$ cat src/rtl/mvob_pkg.sv
`timescale 1ns / 1ps
`default_nettype none
package mvob_pkg;

  typedef enum logic [1:0] {
    OP_ADD     = 2'd0,
    OP_CANCEL  = 2'd1,
    OP_REPLACE = 2'd2,
    OP_EXECUTE = 2'd3
  } op_t;

  typedef enum logic [2:0] {
    LA_NEW  = 3'd0,
    LA_REC  = 3'd1,
    LA_PREV = 3'd2,
    LA_SRCH = 3'd3,
    LA_CLR  = 3'd4
  } la_sel_t;

  typedef enum logic {
    OA_NEW = 1'b0,
    OA_OLD = 1'b1
  } oa_sel_t;

  localparam logic KIND_BEST = 1'b0;
  localparam logic KIND_LINE = 1'b1;

  typedef struct packed {
    logic    load;
    logic    clr;
    la_sel_t la_sel;
    oa_sel_t oa_sel;
    logic    oa_lat;
    logic    add_wr;
    logic    rpt_out;
    logic    ord_upd;
    logic    rem_wr;
    logic    srch_init;
    logic    srch_chk;
    logic    line_init;
    logic    line_emit;
  } ctrl_cmd_t;

  typedef struct packed {
    op_t  op;
    logic add_ok;
    logic oid_ok;
    logic old_ok;
    logic clr_done;
    logic rpt_need;
    logic rec_valid;
    logic emptied_hit;
    logic srch_stop;
    logic line_last;
  } dp_stat_t;

  function automatic logic [31:0] sat_add(input logic [31:0] a, input logic [31:0] b);
    logic [32:0] s;
    s = {1'b0, a} + {1'b0, b};
    return s[32] ? 32'hFFFF_FFFF : s[31:0];
  endfunction

  function automatic logic [31:0] sat_sub(input logic [31:0] a, input logic [31:0] b);
    return (b > a) ? 32'd0 : a - b;
  endfunction

endpackage
`default_nettype wire

$ cat src/rtl/mvob_ctrl.sv
`timescale 1ns / 1ps
`default_nettype none
module mvob_ctrl (
  input  wire logic                 clk,
  input  wire logic                 rst_n,
  input  wire logic                 start,
  output logic                      busy,
  input  mvob_pkg::dp_stat_t        st,
  output mvob_pkg::ctrl_cmd_t       cmd
);
  import mvob_pkg::*;

  typedef enum logic [15:0] {
    ST_CLR      = 16'h0001,
    ST_IDLE     = 16'h0002,
    ST_DISP     = 16'h0004,
    ST_ADD_RD   = 16'h0008,
    ST_ADD_WR   = 16'h0010,
    ST_RPT_RD   = 16'h0020,
    ST_RPT_OUT  = 16'h0040,
    ST_ORD_RD   = 16'h0080,
    ST_OLD_RD   = 16'h0100,
    ST_ORD_CHK  = 16'h0200,
    ST_REM_RD   = 16'h0400,
    ST_REM_WR   = 16'h0800,
    ST_SRCH_RD  = 16'h1000,
    ST_SRCH_CHK = 16'h2000,
    ST_LINE_RD  = 16'h4000,
    ST_LINE     = 16'h8000
  } state_t;

  state_t state_r, state_nxt;
  state_t after_add, after_rem;

  assign busy = (state_r != ST_IDLE);

  always_comb begin
    after_add = (st.op == OP_REPLACE && st.old_ok) ? ST_OLD_RD : ST_IDLE;
    after_rem = (st.op == OP_EXECUTE) ? ST_LINE_RD : ST_IDLE;
  end

  always_comb begin
    state_nxt = state_r;
    cmd = '0;
    cmd.la_sel = LA_NEW;
    cmd.oa_sel = OA_NEW;
    unique case (state_r)
      ST_CLR: begin
        cmd.clr = 1'b1;
        cmd.la_sel = LA_CLR;
        if (st.clr_done) state_nxt = ST_IDLE;
      end
      ST_IDLE: begin
        if (start) begin
          cmd.load = 1'b1;
          state_nxt = ST_DISP;
        end
      end
      ST_DISP: begin
        unique case (st.op)
          OP_ADD:     state_nxt = st.add_ok ? ST_ADD_RD : ST_IDLE;
          OP_REPLACE: state_nxt = st.add_ok ? ST_ADD_RD : after_add;
          OP_CANCEL,
          OP_EXECUTE: state_nxt = st.oid_ok ? ST_ORD_RD : ST_IDLE;
          default:    state_nxt = ST_IDLE;
        endcase
      end
      ST_ADD_RD: state_nxt = ST_ADD_WR;
      ST_ADD_WR: begin
        cmd.add_wr = 1'b1;
        state_nxt = st.rpt_need ? ST_RPT_RD : after_add;
      end
      ST_RPT_RD: begin
        cmd.la_sel = LA_PREV;
        state_nxt = ST_RPT_OUT;
      end
      ST_RPT_OUT: begin
        cmd.la_sel = LA_PREV;
        cmd.rpt_out = 1'b1;
        state_nxt = after_add;
      end
      ST_ORD_RD: begin
        cmd.oa_lat = 1'b1;
        state_nxt = ST_ORD_CHK;
      end
      ST_OLD_RD: begin
        cmd.oa_sel = OA_OLD;
        cmd.oa_lat = 1'b1;
        state_nxt = ST_ORD_CHK;
      end
      ST_ORD_CHK: begin
        cmd.ord_upd = st.rec_valid;
        state_nxt = st.rec_valid ? ST_REM_RD : ST_IDLE;
      end
      ST_REM_RD: begin
        cmd.la_sel = LA_REC;
        state_nxt = ST_REM_WR;
      end
      ST_REM_WR: begin
        cmd.la_sel = LA_REC;
        cmd.rem_wr = 1'b1;
        cmd.srch_init = st.emptied_hit;
        state_nxt = st.emptied_hit ? ST_SRCH_RD : after_rem;
      end
      ST_SRCH_RD: begin
        cmd.la_sel = LA_SRCH;
        state_nxt = ST_SRCH_CHK;
      end
      ST_SRCH_CHK: begin
        cmd.la_sel = LA_SRCH;
        cmd.srch_chk = 1'b1;
        state_nxt = st.srch_stop ? after_rem : ST_SRCH_RD;
      end
      ST_LINE_RD: begin
        cmd.la_sel = LA_REC;
        cmd.line_init = 1'b1;
        state_nxt = ST_LINE;
      end
      ST_LINE: begin
        cmd.la_sel = LA_REC;
        cmd.line_emit = 1'b1;
        if (st.line_last) state_nxt = ST_IDLE;
      end
      default: state_nxt = ST_IDLE;
    endcase
  end

  always_ff @(posedge clk) begin
    if (!rst_n) state_r <= ST_CLR;
    else        state_r <= state_nxt;
  end

  a_onehot: assert property (@(posedge clk) disable iff (!rst_n) $onehot(state_r))
    else $error("state not one-hot");
  a_accept: assert property (@(posedge clk) disable iff (!rst_n)
    (start && state_r == ST_IDLE) |=> state_r == ST_DISP)
    else $error("accepted item not dispatched");
  a_lines: assert property (@(posedge clk) disable iff (!rst_n)
    (state_r == ST_LINE && st.line_last) |=> state_r == ST_IDLE)
    else $error("line burst did not end");

endmodule
`default_nettype wire

$ cat config.mk
export PLATFORM = sky130hd
export DESIGN_NAME = mvob_ctrl
export DESIGN_NICKNAME = d
export VERILOG_FILES = /design/src/rtl/mvob_pkg.sv /design/src/rtl/mvob_ctrl.sv
export SDC_FILE = /design/constraint.sdc
export NUM_CORES = 1
export LEC_CHECK = 0
export BUFFER_PORTS_ARGS = -buffer_cell sky130_fd_sc_hd__buf_2
export CAP_MARGIN = 40
export CELL_PAD_IN_SITES_DETAIL_PLACEMENT = 2
export CELL_PAD_IN_SITES_GLOBAL_PLACEMENT = 2
export CORE_AREA = 4 4 65 67
export CTS_CLUSTER_DIAMETER = 100
export DETAILED_ROUTE_END_ITERATION = 10
export DIE_AREA = 0 0 69 71
export PLACE_DENSITY = 0.92
export SETUP_SLACK_MARGIN = 0.4
export SLEW_MARGIN = 20
export SYNTH_ARGS = -nofsm -noshare
export SYNTH_HDL_FRONTEND = slang
export SYNTH_SLANG_ARGS = --single-unit
$ cat constraint.sdc
create_clock -name clk -period 3.4 [get_ports clk]
set_input_delay 1.02 -clock clk [delete_from_list [all_inputs] [get_ports clk]]
set_output_delay 1.02 -clock clk [all_outputs]
set_load 0.05 [all_outputs]
# Word level (Yosys, flattened, before mapping)
# Cells that the tools add are included.
# totals
regBits	16
elab_cells	59
# classes
n_eq_ne	23
reduce_logical	8
muxes	27
# ops
operator	n
case mux 16 bit (15 select lines)	1
2-to-1 mux 16 bit	3
case mux 16 bit (3 select lines)	1
2-to-1 mux 15 bit	3
2-to-1 mux 9 bit	3
equality test 16 x 1 -> 1 bit (second input constant)	1
equality test 16 x 10 -> 1 bit (second input constant)	1
equality test 16 x 11 -> 1 bit (second input constant)	1
equality test 16 x 12 -> 1 bit (second input constant)	1
equality test 16 x 13 -> 1 bit (second input constant)	1
equality test 16 x 14 -> 1 bit (second input constant)	1
equality test 16 x 15 -> 1 bit (second input constant)	1
equality test 16 bit (second input constant)	1
equality test 16 x 2 -> 1 bit (second input constant)	1
equality test 16 x 3 -> 1 bit (second input constant)	1
equality test 16 x 4 -> 1 bit (second input constant)	1
equality test 16 x 5 -> 1 bit (second input constant)	1
equality test 16 x 6 -> 1 bit (second input constant)	1
equality test 16 x 7 -> 1 bit (second input constant)	1
equality test 16 x 8 -> 1 bit (second input constant)	1
equality test 16 x 9 -> 1 bit (second input constant)	1
!= test 16 x 2 -> 1 bit (second input constant)	1
case mux 3 bit (4 select lines)	1
2-to-1 mux 1 bit	11
other kinds (12)	18

# Logic depth before layout (Yosys ltp)
# Gate-level depths: netlist (run 1).
# logic_depth
depth_word	6
depth_mapped	6
depth_no_buf	5

# Least setup slack after synthesis (run 1)
# OpenSTA, ideal clock, no wires.
# synth_path
path_kind	reg2out
startpoint	register state_r[5]
endpoint	output cmd[10] (netlist bit)
setup_slack_ps	-475
arrival_ps	2855
path_buffers	1
required_ps	2380
path_stages_with_launch	6
path_cell_list	dfxtp_1 buf_2 nor4_4 nand2_1 nor3_1 a311o_1
# synth_lines
element	line	text
from (decl)	mvob_ctrl.sv:32	state_t state_r, state_nxt;
from (signal assigned)	mvob_ctrl.sv:130	else state_r <= state_nxt;
to (decl)	mvob_ctrl.sv:9	output mvob_pkg::ctrl_cmd_t cmd

==> results of run 1 <==
[tightest hold or removal path, cell delays in order, from the launching register on]
cell and delay [ns]:
dfxtp_2 0.38, inv_1 0.07, nor4_1 0.04
[through the flow]
stage	worst slack, ns	power, µW	utilization (%)	instances
6_report	0.410	490	44.2	231
3_5_place_dp	0.379	299	38.1	216
2_1_floorplan	0.165	268	-	141
4_1_cts	0.410	482	41.3	228
5_1_grt	0.273	514	44.2	231
3_3_place_gp	0.498	294	38.1	216
[kinds of logic (layout without fill, tap and decap cells)]
family          count (synthesis)  count (layout)  share of synthesized area, %
simple gates                   90              90                          51.4
compound gates                 21              21                          12.5
flops                          16              16                          28.1
buf+inv                         9              51                          4.17
xor+xnor                        5               5                          3.84
[what timing repair did]
item,CTS,global route
cloned,0,1
setup endpoints to repair,15,8
resized for setup,1,31
hold buffers,0,0
pin swaps,3,2
buffers inserted,8,2
[how the worst max path moves through the flow]
stage | startpoint | endpoint
after global placement | state_r[4]$_SDFFE_PN0P_ | cmd[10]
after CTS | state_r[11]$_SDFFE_PN0P_ | cmd[2]
after global routing | state_r[3]$_SDFFE_PN0P_ | cmd[10]
final | state_r[3]$_SDFFE_PN0P_ | cmd[10]
after detailed placement | state_r[4]$_SDFFE_PN0P_ | cmd[14]
after floorplan | state_r[5]$_SDFFE_PN0P_ | cmd[10]
[layout by cell type, fill, tap and decap left out, types with 4 or more instances in the layout]
cell,n
buf_2,20
nor2_1,19
buf_4,14
nand2_1,9
dfxtp_1,9
dfxtp_2,7
and3_1,5
nand4_1,5
inv_1,5
a21oi_1,5
nor4_4,4
xor2_1,4
nor3_1,4
clkbuf_8,4
clkbuf_4,4
[per-layer routing]
layer  up-vias  global-route usage [%]  part of all wire, %
met5         -                       0                    0
li1        613                       -                    -
met4         0                    8.03                  3.9
met2        36                    33.8                   55
met1       676                    20.4                   38
met3        14                    2.98                  3.0
[final cells by class]
type	count	share of cell area (%)
tap	48	3.74
inverter	5	1.17
clock buffer	4	3.42
sequential	16	20.5
multi-input combinational	116	53.8
timing repair buffer	42	17.4
[power by group through the flow]
stage | Combinational (µW) | Sequential, µW | Clock, µW
3_3_place_gp | 92.4 | 202 | 0
4_1_cts | 103 | 198 | 181
5_1_grt | 121 | 199 | 193
3_5_place_dp | 96.8 | 203 | 0
6_report | 113 | 199 | 178
2_1_floorplan | 67.3 | 200 | 0
==> results.json, run 1 <==
{
  "cts.sink_count": 16,
  "routed_via_density": 5.80,
  "post_route_cells_drive_above_1_share_pct": 42.6,
  "cts_tree": "built",
  "placed_area_um2": 1380,
  "drc": 0,
  "syn_inst": 141,
  "endpoint_kind": "primary output",
  "cellLeakagePower_uw": 0.000663,
  "internal-power_uw": 332,
  "stdcell_area_um2": 1610,
  "reg2reg_depth": 5,
  "peakVddDrop_uv": 142,
  "start_kind": "flip-flop",
  "slowest_stage": "nor4_4",
  "netlist.area_leader.share_pct": 28.1,
  "cp.depth": 6,
  "required_ns": 2.38,
  "setup_viol": 0,
  "gr-total-overflow": 0,
  "rows": 22,
  "slew-limit-headroom_pct": 57.7,
  "dieHeight_um": 71,
  "portBuffers": 29,
  "clock_path_buffers": 2,
  "final_max_slew_viol_count": 0,
  "yosysSeqAreaShare_pct": 28.1,
  "syn_nets": 155,
  "drtPass1Iterations": 4,
  "vias": 1339,
  "netlist_top_cells_count": "nor2_1 (23), dfxtp_1 (16), nand2_1 (10)",
  "worstHoldEndpoint": "state_r[6]$_SDFFE_PN0P_",
  "htree_levels": 1,
  "antenna_found_initial": 0,
  "fmax_mhz": 334,
  "yosysMostFrequentCell": "nor2_1",
  "syn-mean-instance-area_um2": 8.09,
  "drt_iter0_markers": 82,
  "initial_core_util_pct": 31.4,
  "clk_pin_slew_ns": 0.07,
  "skew_ns": 0.00385,
  "clock_power_share_pct": 36.3,
  "status": "completed",
  "hpwl_um": 3240,
  "r2r_end": "state_r[6]$_SDFFE_PN0P_",
  "ant_nets": 0,
  "maxCapViolCount": 0,
  "critical_path.cell_chain": "nor4_4, buf_4, nand2_1, nor3_4, a311o_1, buf_6",
  "worstHoldStart": "state_r[5]$_SDFFE_PN0P_",
  "clk_latency_ns": 0.26,
  "synth_area_leaders": "dfxtp_1 (28%), nor2_1 (7.6%), nor4_4 (5.6%), nand2_1 (3.3%), nor4b_1 (3.1%)",
  "fp.coreArea_um2": 3630,
  "whs_ns": 0.529,
  "wl_per_cell_um": 22.0,
  "grt_start_max_net_pins": 11,
  "fill_cells": 413,
  "power_switching_uw": 158,
  "p_seq_share_pct": 40.6,
  "die_area_um2": 4900,
  "multi_input_area_um2": 865,
  "crit_buf_inv": 2,
  "n_antenna_cell": 0,
  "crit_type": "flip-flop to primary output",
  "r2r-start": "state_r[12]$_SDFFE_PN0P_",
  "crit_arrival_ns": 1.97,
  "largest_reg_flops": 16,
  "reg2reg_setup_slack_ns": 1.14,
  "cp_max_fo": 5,
  "regMostFlops": "state_r",
  "wl_um": 5080,
  "reg_top3": "state_r (16)",
  "crit_family": "simple AND/OR/NAND/NOR gates",
  "synth-seq-cells": 16,
  "crit_path_max_incr_delay_ns": 0.44,
  "finalCriticalPeriod_ns": 2.99,
  "synth_area_um2": 1140,
  "synth_warnings": 0,
  "yosys_most_used_dff": "dfxtp_1",
  "p_comb_share_pct": 23.1,
  "min_path_cells": 2,
  "die_w_um": 69,
  "clockRootBuffer": "clkbuf_8",
  "hp-class": "flip-flop to flip-flop",
  "p_per_area_nw_per_um2": 305,
  "switching_share_pct": 32.3,
  "async_flop_share_pct": 0,
  "numCtsBuffers": 3,
  "hold_viol_final": 0,
  "ff_latch_area_um2": 329,
  "period_share_pct": 87.9,
  "rsz0062_at_grt": "true",
  "gp_congestion": 0.850,
  "synth_edf_count": 0,
  "grt_pass1_wl_um": 7210,
  "grt_pass1_vias": 1445,
  "tightest_slew_ns": 0.625,
  "fin_nets": 198,
  "areaGrowthSynthToFinish_pct": 40.9,
  "setup_tns_ns": 0,
  "synth.largest_area_cell": "dfxtp_1",
  "ios": 30,
  "grt.total_usage_pct": 18.2,
  "synth_cell_types": 46
}
Power figures use the tool's default switching activity.
==> inputs of run 2 (changes only) <==
Settings changed: CORE_AREA 4 4 65 67 to 4 4 58 73, CTS_BUF_LIST from default to sky130_fd_sc_hd__clkbuf_8, DIE_AREA 0 0 69 71 to 0 0 62 77, PLACE_DENSITY 0.92 to 0.94.
==> run 2 against run 1 <==
Compared with the run above: sequential share of layout area grew 0.42 points; worst setup slack gained 0.031 ns; combinational power shrank 5%; die area shrank 2.6%; first-iteration DRC count shrank 38%; via count shrank 4.1%; largest cell class unchanged; core utilization grew 0.088 points; critical path type unchanged.
==> results.json, run 2 (synthesized netlist as in run 1, its figures left out) <==
{
  "hpwl_um": 3340,
  "largest_reg_flops": 16,
  "routed_via_density": 5.86,
  "grt_start_max_net_pins": 11,
  "fmax_mhz": 338,
  "status": "completed",
  "final_cell_mix": "nor2_1 (22), buf_2 (20), buf_4 (12), dfxtp_1 (12), nand2_1 (10)",
  "drc": 0,
  "dieHeight_um": 77,
  "gr-total-overflow": 0,
  "regMostFlops": "state_r",
  "final_common_cell": "nor2_1",
  "endpoint_kind": "primary output",
  "die_area_um2": 4770,
  "required_ns": 2.38,
  "cts_tree": "built",
  "skew_ns": 0.00197,
  "initial_core_util_pct": 32.5,
  "clk_pin_slew_ns": 0.07,
  "grt.total_usage_pct": 20.1,
  "grt_pass1_vias": 1445,
  "slew-limit-headroom_pct": 49.9,
  "antenna_found_initial": 0,
  "n_antenna_cell": 0,
  "crit_type": "flip-flop to primary output",
  "hold_viol_final": 0,
  "areaGrowthSynthToFinish_pct": 36.5,
  "crit_path_max_incr_delay_ns": 0.39,
  "crit_arrival_ns": 1.94,
  "drtPass1Iterations": 4,
  "setup_tns_ns": 0,
  "post_route_cells_drive_above_1_share_pct": 37.8,
  "maxCapViolCount": 0,
  "vias": 1284,
  "grt_pass1_wl_um": 7280,
  "fin_ws_ns": 0.441,
  "die_w_um": 62,
  "reg_top3": "state_r (16)",
  "gp_congestion": 0.883,
  "clock_path_buffers": 2,
  "start_kind": "flip-flop",
  "ff_latch_area_um2": 325,
  "fin_nets": 196,
  "multi_input_area_um2": 855,
  "drt_iter0_markers": 51,
  "cts.sink_count": 16,
  "p_per_area_nw_per_um2": 295,
  "clk_latency_ns": 0.26,
  "htree_levels": 1,
  "critical_path.cell_chain": "nor4_4, buf_4, nand4_2, nand2b_4, nor2_4, clkbuf_4",
  "cp_max_fo": 6,
  "cellLeakagePower_uw": 0.000643,
  "wl_um": 4610,
  "fill_cells": 411,
  "wl_per_cell_um": 21.1,
  "final_max_slew_viol_count": 0,
  "rows": 24,
  "period_share_pct": 87.0,
  "fp.coreArea_um2": 3510,
  "clockRootBuffer": "clkbuf_8",
  "ant_nets": 0,
  "rsz0062_at_grt": "true",
  "post-place-ws_ns": 0.359,
  "hp-class": "flip-flop to flip-flop",
  "portBuffers": 29,
  "setup_viol": 0,
  "finalCriticalPeriod_ns": 2.96,
  "numCtsBuffers": 3,
  "peakVddDrop_uv": 162,
  "slowest_stage": "dfxtp_1",
  "ios": 30,
  "tightest_slew_ns": 0.752
}
## run 2: power by group
group	switching [µW]	leakage, µW	total, µW	internal, µW
combinational	70.7	0.000490	107	36.0
clock	73.5	0.0000216	152	78.9
sequential	8.62	0.000131	200	191
total	153	0.000643	459	306
## run 2: metal layers
| layer | vias up | GRT usage [%] | share of wire, % |
|---|---|---|---|
| met5 | - | 0 | 0 |
| met4 | 0 | 4.88 | 1.2 |
| met3 | 4 | 1.85 | 4.3 |
| met2 | 40 | 37.6 | 56 |
| met1 | 637 | 22.8 | 38 |
| li1 | 603 | - | - |
## run 2: cell type report
class                           instances  area share, %
Clock buffer                            3           2.65
Timing Repair Buffer                   40           17.3
Tap cell                               39           3.13
Multi-Input combinational cell        116           54.9
Inverter                                5           1.20
Sequential cell                        16           20.9
## run 2: path summary, 6_finish.rpt
path | cells after the start | end | slack, ns | start
setup / recovery | 6 | cmd[14] | 0.44 | state_r[11]$_SDFFE_PN0P_
hold / removal | 2 | state_r[6]$_SDFFE_PN0P_ | 0.53 | state_r[5]$_SDFFE_PN0P_
setup reg to reg | 5 | state_r[7]$_SDFFE_PN0P_ | 1.05 | state_r[12]$_SDFFE_PN0P_
hold reg to reg | 2 | state_r[6]$_SDFFE_PN0P_ | 0.53 | state_r[5]$_SDFFE_PN0P_
## run 2: repair_timing
| item | CTS | global route |
|---|---|---|
| setup endpoints to repair | 15 | 12 |
| endpoints found under the hold margin | 0 | 0 |
| setup buffers | 8 | 1 |
| pin swaps | 4 | 3 |
| resized for setup | 5 | 20 |
| hold buffers | 0 | 0 |
## run 2: stage by stage
step                      hold slack, ns  power [µW]  cells  area (µm²)  utilization [%]
after floorplan                    0.495         268    141        1190                -
after global placement             0.511         295    207        1370             39.1
after detailed placement           0.556         301    207        1370             39.1
after CTS                          0.578         459    218        1490             42.5
after global routing               0.562         477    219        1560             44.3
final                              0.527         459    219        1560             44.3
## run 2: worst max-delay path, delay by kind of cell, from the launching register on
kind / cells / cell delay (ns)
AND/OR/NAND/NOR: 4 / 0.84
flip-flops: 1 / 0.39
buffers and inverters: 2 / 0.44
==> inputs of run 3 (changes only) <==
Settings changed: REMOVE_ABC_BUFFERS from default to 1.
==> run 3 against run 2 <==
Compared with the run above: cell area up 4.7%; clock skew rose by 0.0016 ns; critical endpoint is now cmd[6]; sequential power about the same; final cell count grew 5.0%; clock-buffer cell count rose by 1; global-route usage grew 0.63 points.
==> results.json, run 3 (synthesized netlist as in run 1, its figures left out) <==
{
  "n_antenna_cell": 0,
  "areaGrowthSynthToFinish_pct": 43.0,
  "hold_viol_final": 0,
  "ios": 30,
  "fp.coreArea_um2": 3510,
  "clk_pin_slew_ns": 0.07,
  "worstHoldEndpoint": "state_r[6]$_SDFFE_PN0P_",
  "rsz0062_at_grt": "true",
  "rows": 24,
  "cellLeakagePower_uw": 0.000693,
  "multi_input_area_um2": 842,
  "htree_levels": 1,
  "worstHoldStart": "state_r[4]$_SDFFE_PN0P_",
  "ant_nets": 0,
  "fill_cells": 406,
  "cp_max_fo": 5,
  "reg2reg_setup_slack_ns": 0.90,
  "crit_type": "flip-flop to primary output",
  "slew-limit-headroom_pct": 50.4,
  "regMostFlops": "state_r",
  "ff_latch_area_um2": 329,
  "drt_iter0_markers": 54,
  "gr-total-overflow": 0,
  "slowest_stage": "nor4_4",
  "fin_cells": 230,
  "grt_pass1_vias": 1406,
  "utilization_pct": 46.4,
  "maxCapViolCount": 0,
  "setup_viol": 0,
  "peakVddDrop_uv": 220,
  "die_area_um2": 4770,
  "clock_path_buffers": 2,
  "grt_pass1_wl_um": 7330,
  "gp_congestion": 0.818,
  "start_kind": "flip-flop",
  "reg2reg_depth": 10,
  "initial_core_util_pct": 32.5,
  "required_ns": 2.38,
  "numCtsBuffers": 3,
  "cts.sink_count": 16,
  "status": "completed",
  "wl_per_cell_um": 22.4,
  "whs_ns": 0.555,
  "final_cell_mix": "buf_4 (25), nor2_1 (22), buf_2 (20)",
  "hp-class": "flip-flop to flip-flop",
  "skew_ns": 0.00357,
  "die_w_um": 62,
  "dieHeight_um": 77,
  "min_path_cells": 1,
  "clockRootBuffer": "clkbuf_8",
  "final_common_cell": "buf_4",
  "post_route_cells_drive_above_1_share_pct": 41.4,
  "routed_via_density": 5.75,
  "fmax_mhz": 338,
  "reg_top3": "state_r (16)",
  "largest_reg_flops": 16,
  "finalCriticalPeriod_ns": 2.96,
  "crit_arrival_ns": 1.94,
  "crit_path_max_incr_delay_ns": 0.41,
  "portBuffers": 29,
  "p_per_area_nw_per_um2": 310,
  "endpoint_kind": "primary output",
  "wl_um": 5160,
  "antenna_found_initial": 0,
  "critical_path.cell_chain": "nor4_4, nand3_1, nor4b_4, buf_4",
  "vias": 1322,
  "period_share_pct": 87.0,
  "fin_nets": 206,
  "grt.total_usage_pct": 20.7,
  "cts_tree": "built",
  "final_max_slew_viol_count": 0,
  "dp.cells": 207,
  "r2r_end": "state_r[3]$_SDFFE_PN0P_",
  "hpwl_um": 3130,
  "grt_start_max_net_pins": 11,
  "r2r-start": "state_r[0]$_SDFFE_PN1P_",
  "clk_latency_ns": 0.26,
  "drc": 0,
  "drtPass1Iterations": 4,
  "tightest_slew_ns": 0.734
}
[run 3: worst max path at each step]
stage                                        start      end  slack [ns]
after global placement     state_r[4]$_SDFFE_PN0P_  cmd[10]        0.44
final                      state_r[8]$_SDFFE_PN0P_   cmd[6]        0.44
after floorplan            state_r[4]$_SDFFE_PN0P_  cmd[10]       -0.44
after CTS                 state_r[12]$_SDFFE_PN0P_  cmd[10]        0.40
after detailed placement   state_r[4]$_SDFFE_PN0P_  cmd[10]        0.33
after global routing      state_r[12]$_SDFFE_PN0P_   cmd[6]        0.33
[run 3: cell type report]
type                    instances  area share, %
flip-flops and latches         16           20.2
repair buffers                 50           20.7
clock buffers                   4           3.37
multi-input cells             116           51.6
well taps                      39           2.99
inverters                       5           1.15
[run 3: critical path, delay by kind of cell, from the launching register on]
| kind | cells | cell delay (ns) |
|---|---|---|
| buffers and inverters | 1 | 0.24 |
| and+or+nand+nor | 3 | 1.04 |
| DFF | 1 | 0.39 |
[run 3: report_power, final]
| group | total, µW | internal [µW] | leakage, µW | switching, µW |
|---|---|---|---|---|
| registers | 199 | 191 | 0.000132 | 7.87 |
| logic | 127 | 49.1 | 0.000533 | 77.7 |
| clock network | 181 | 103 | 0.0000288 | 77.8 |
| total | 507 | 343 | 0.000693 | 163 |
[run 3: per-stage QoR]
step | setup TNS [ns] | setup WS (ns) | area (µm²) | total power [µW]
2_1_floorplan | -0.871 | -0.442 | 1110 | 262
3_3_place_gp | 0 | 0.439 | 1320 | 290
3_5_place_dp | 0 | 0.329 | 1320 | 294
4_1_cts | 0 | 0.396 | 1480 | 481
5_1_grt | 0 | 0.325 | 1630 | 528
6_report | 0 | 0.442 | 1630 | 507
[run 3: what timing repair did]
action | 4_1_cts | 5_1_grt
gates resized for setup | 11 | 23
setup endpoints to repair | 15 | 14
endpoints found under the hold margin | 0 | 0
hold buffers | 0 | 0
buffers inserted | 9 | 10
pin swaps | 3 | 5
[run 3: layer usage]
metal | GRT usage, % | share of wire (%)
met1 | 25.0 | 41
met2 | 35.3 | 54
met3 | 2.86 | 3.1
met4 | 7.86 | 1.9
met5 | 0 | 0
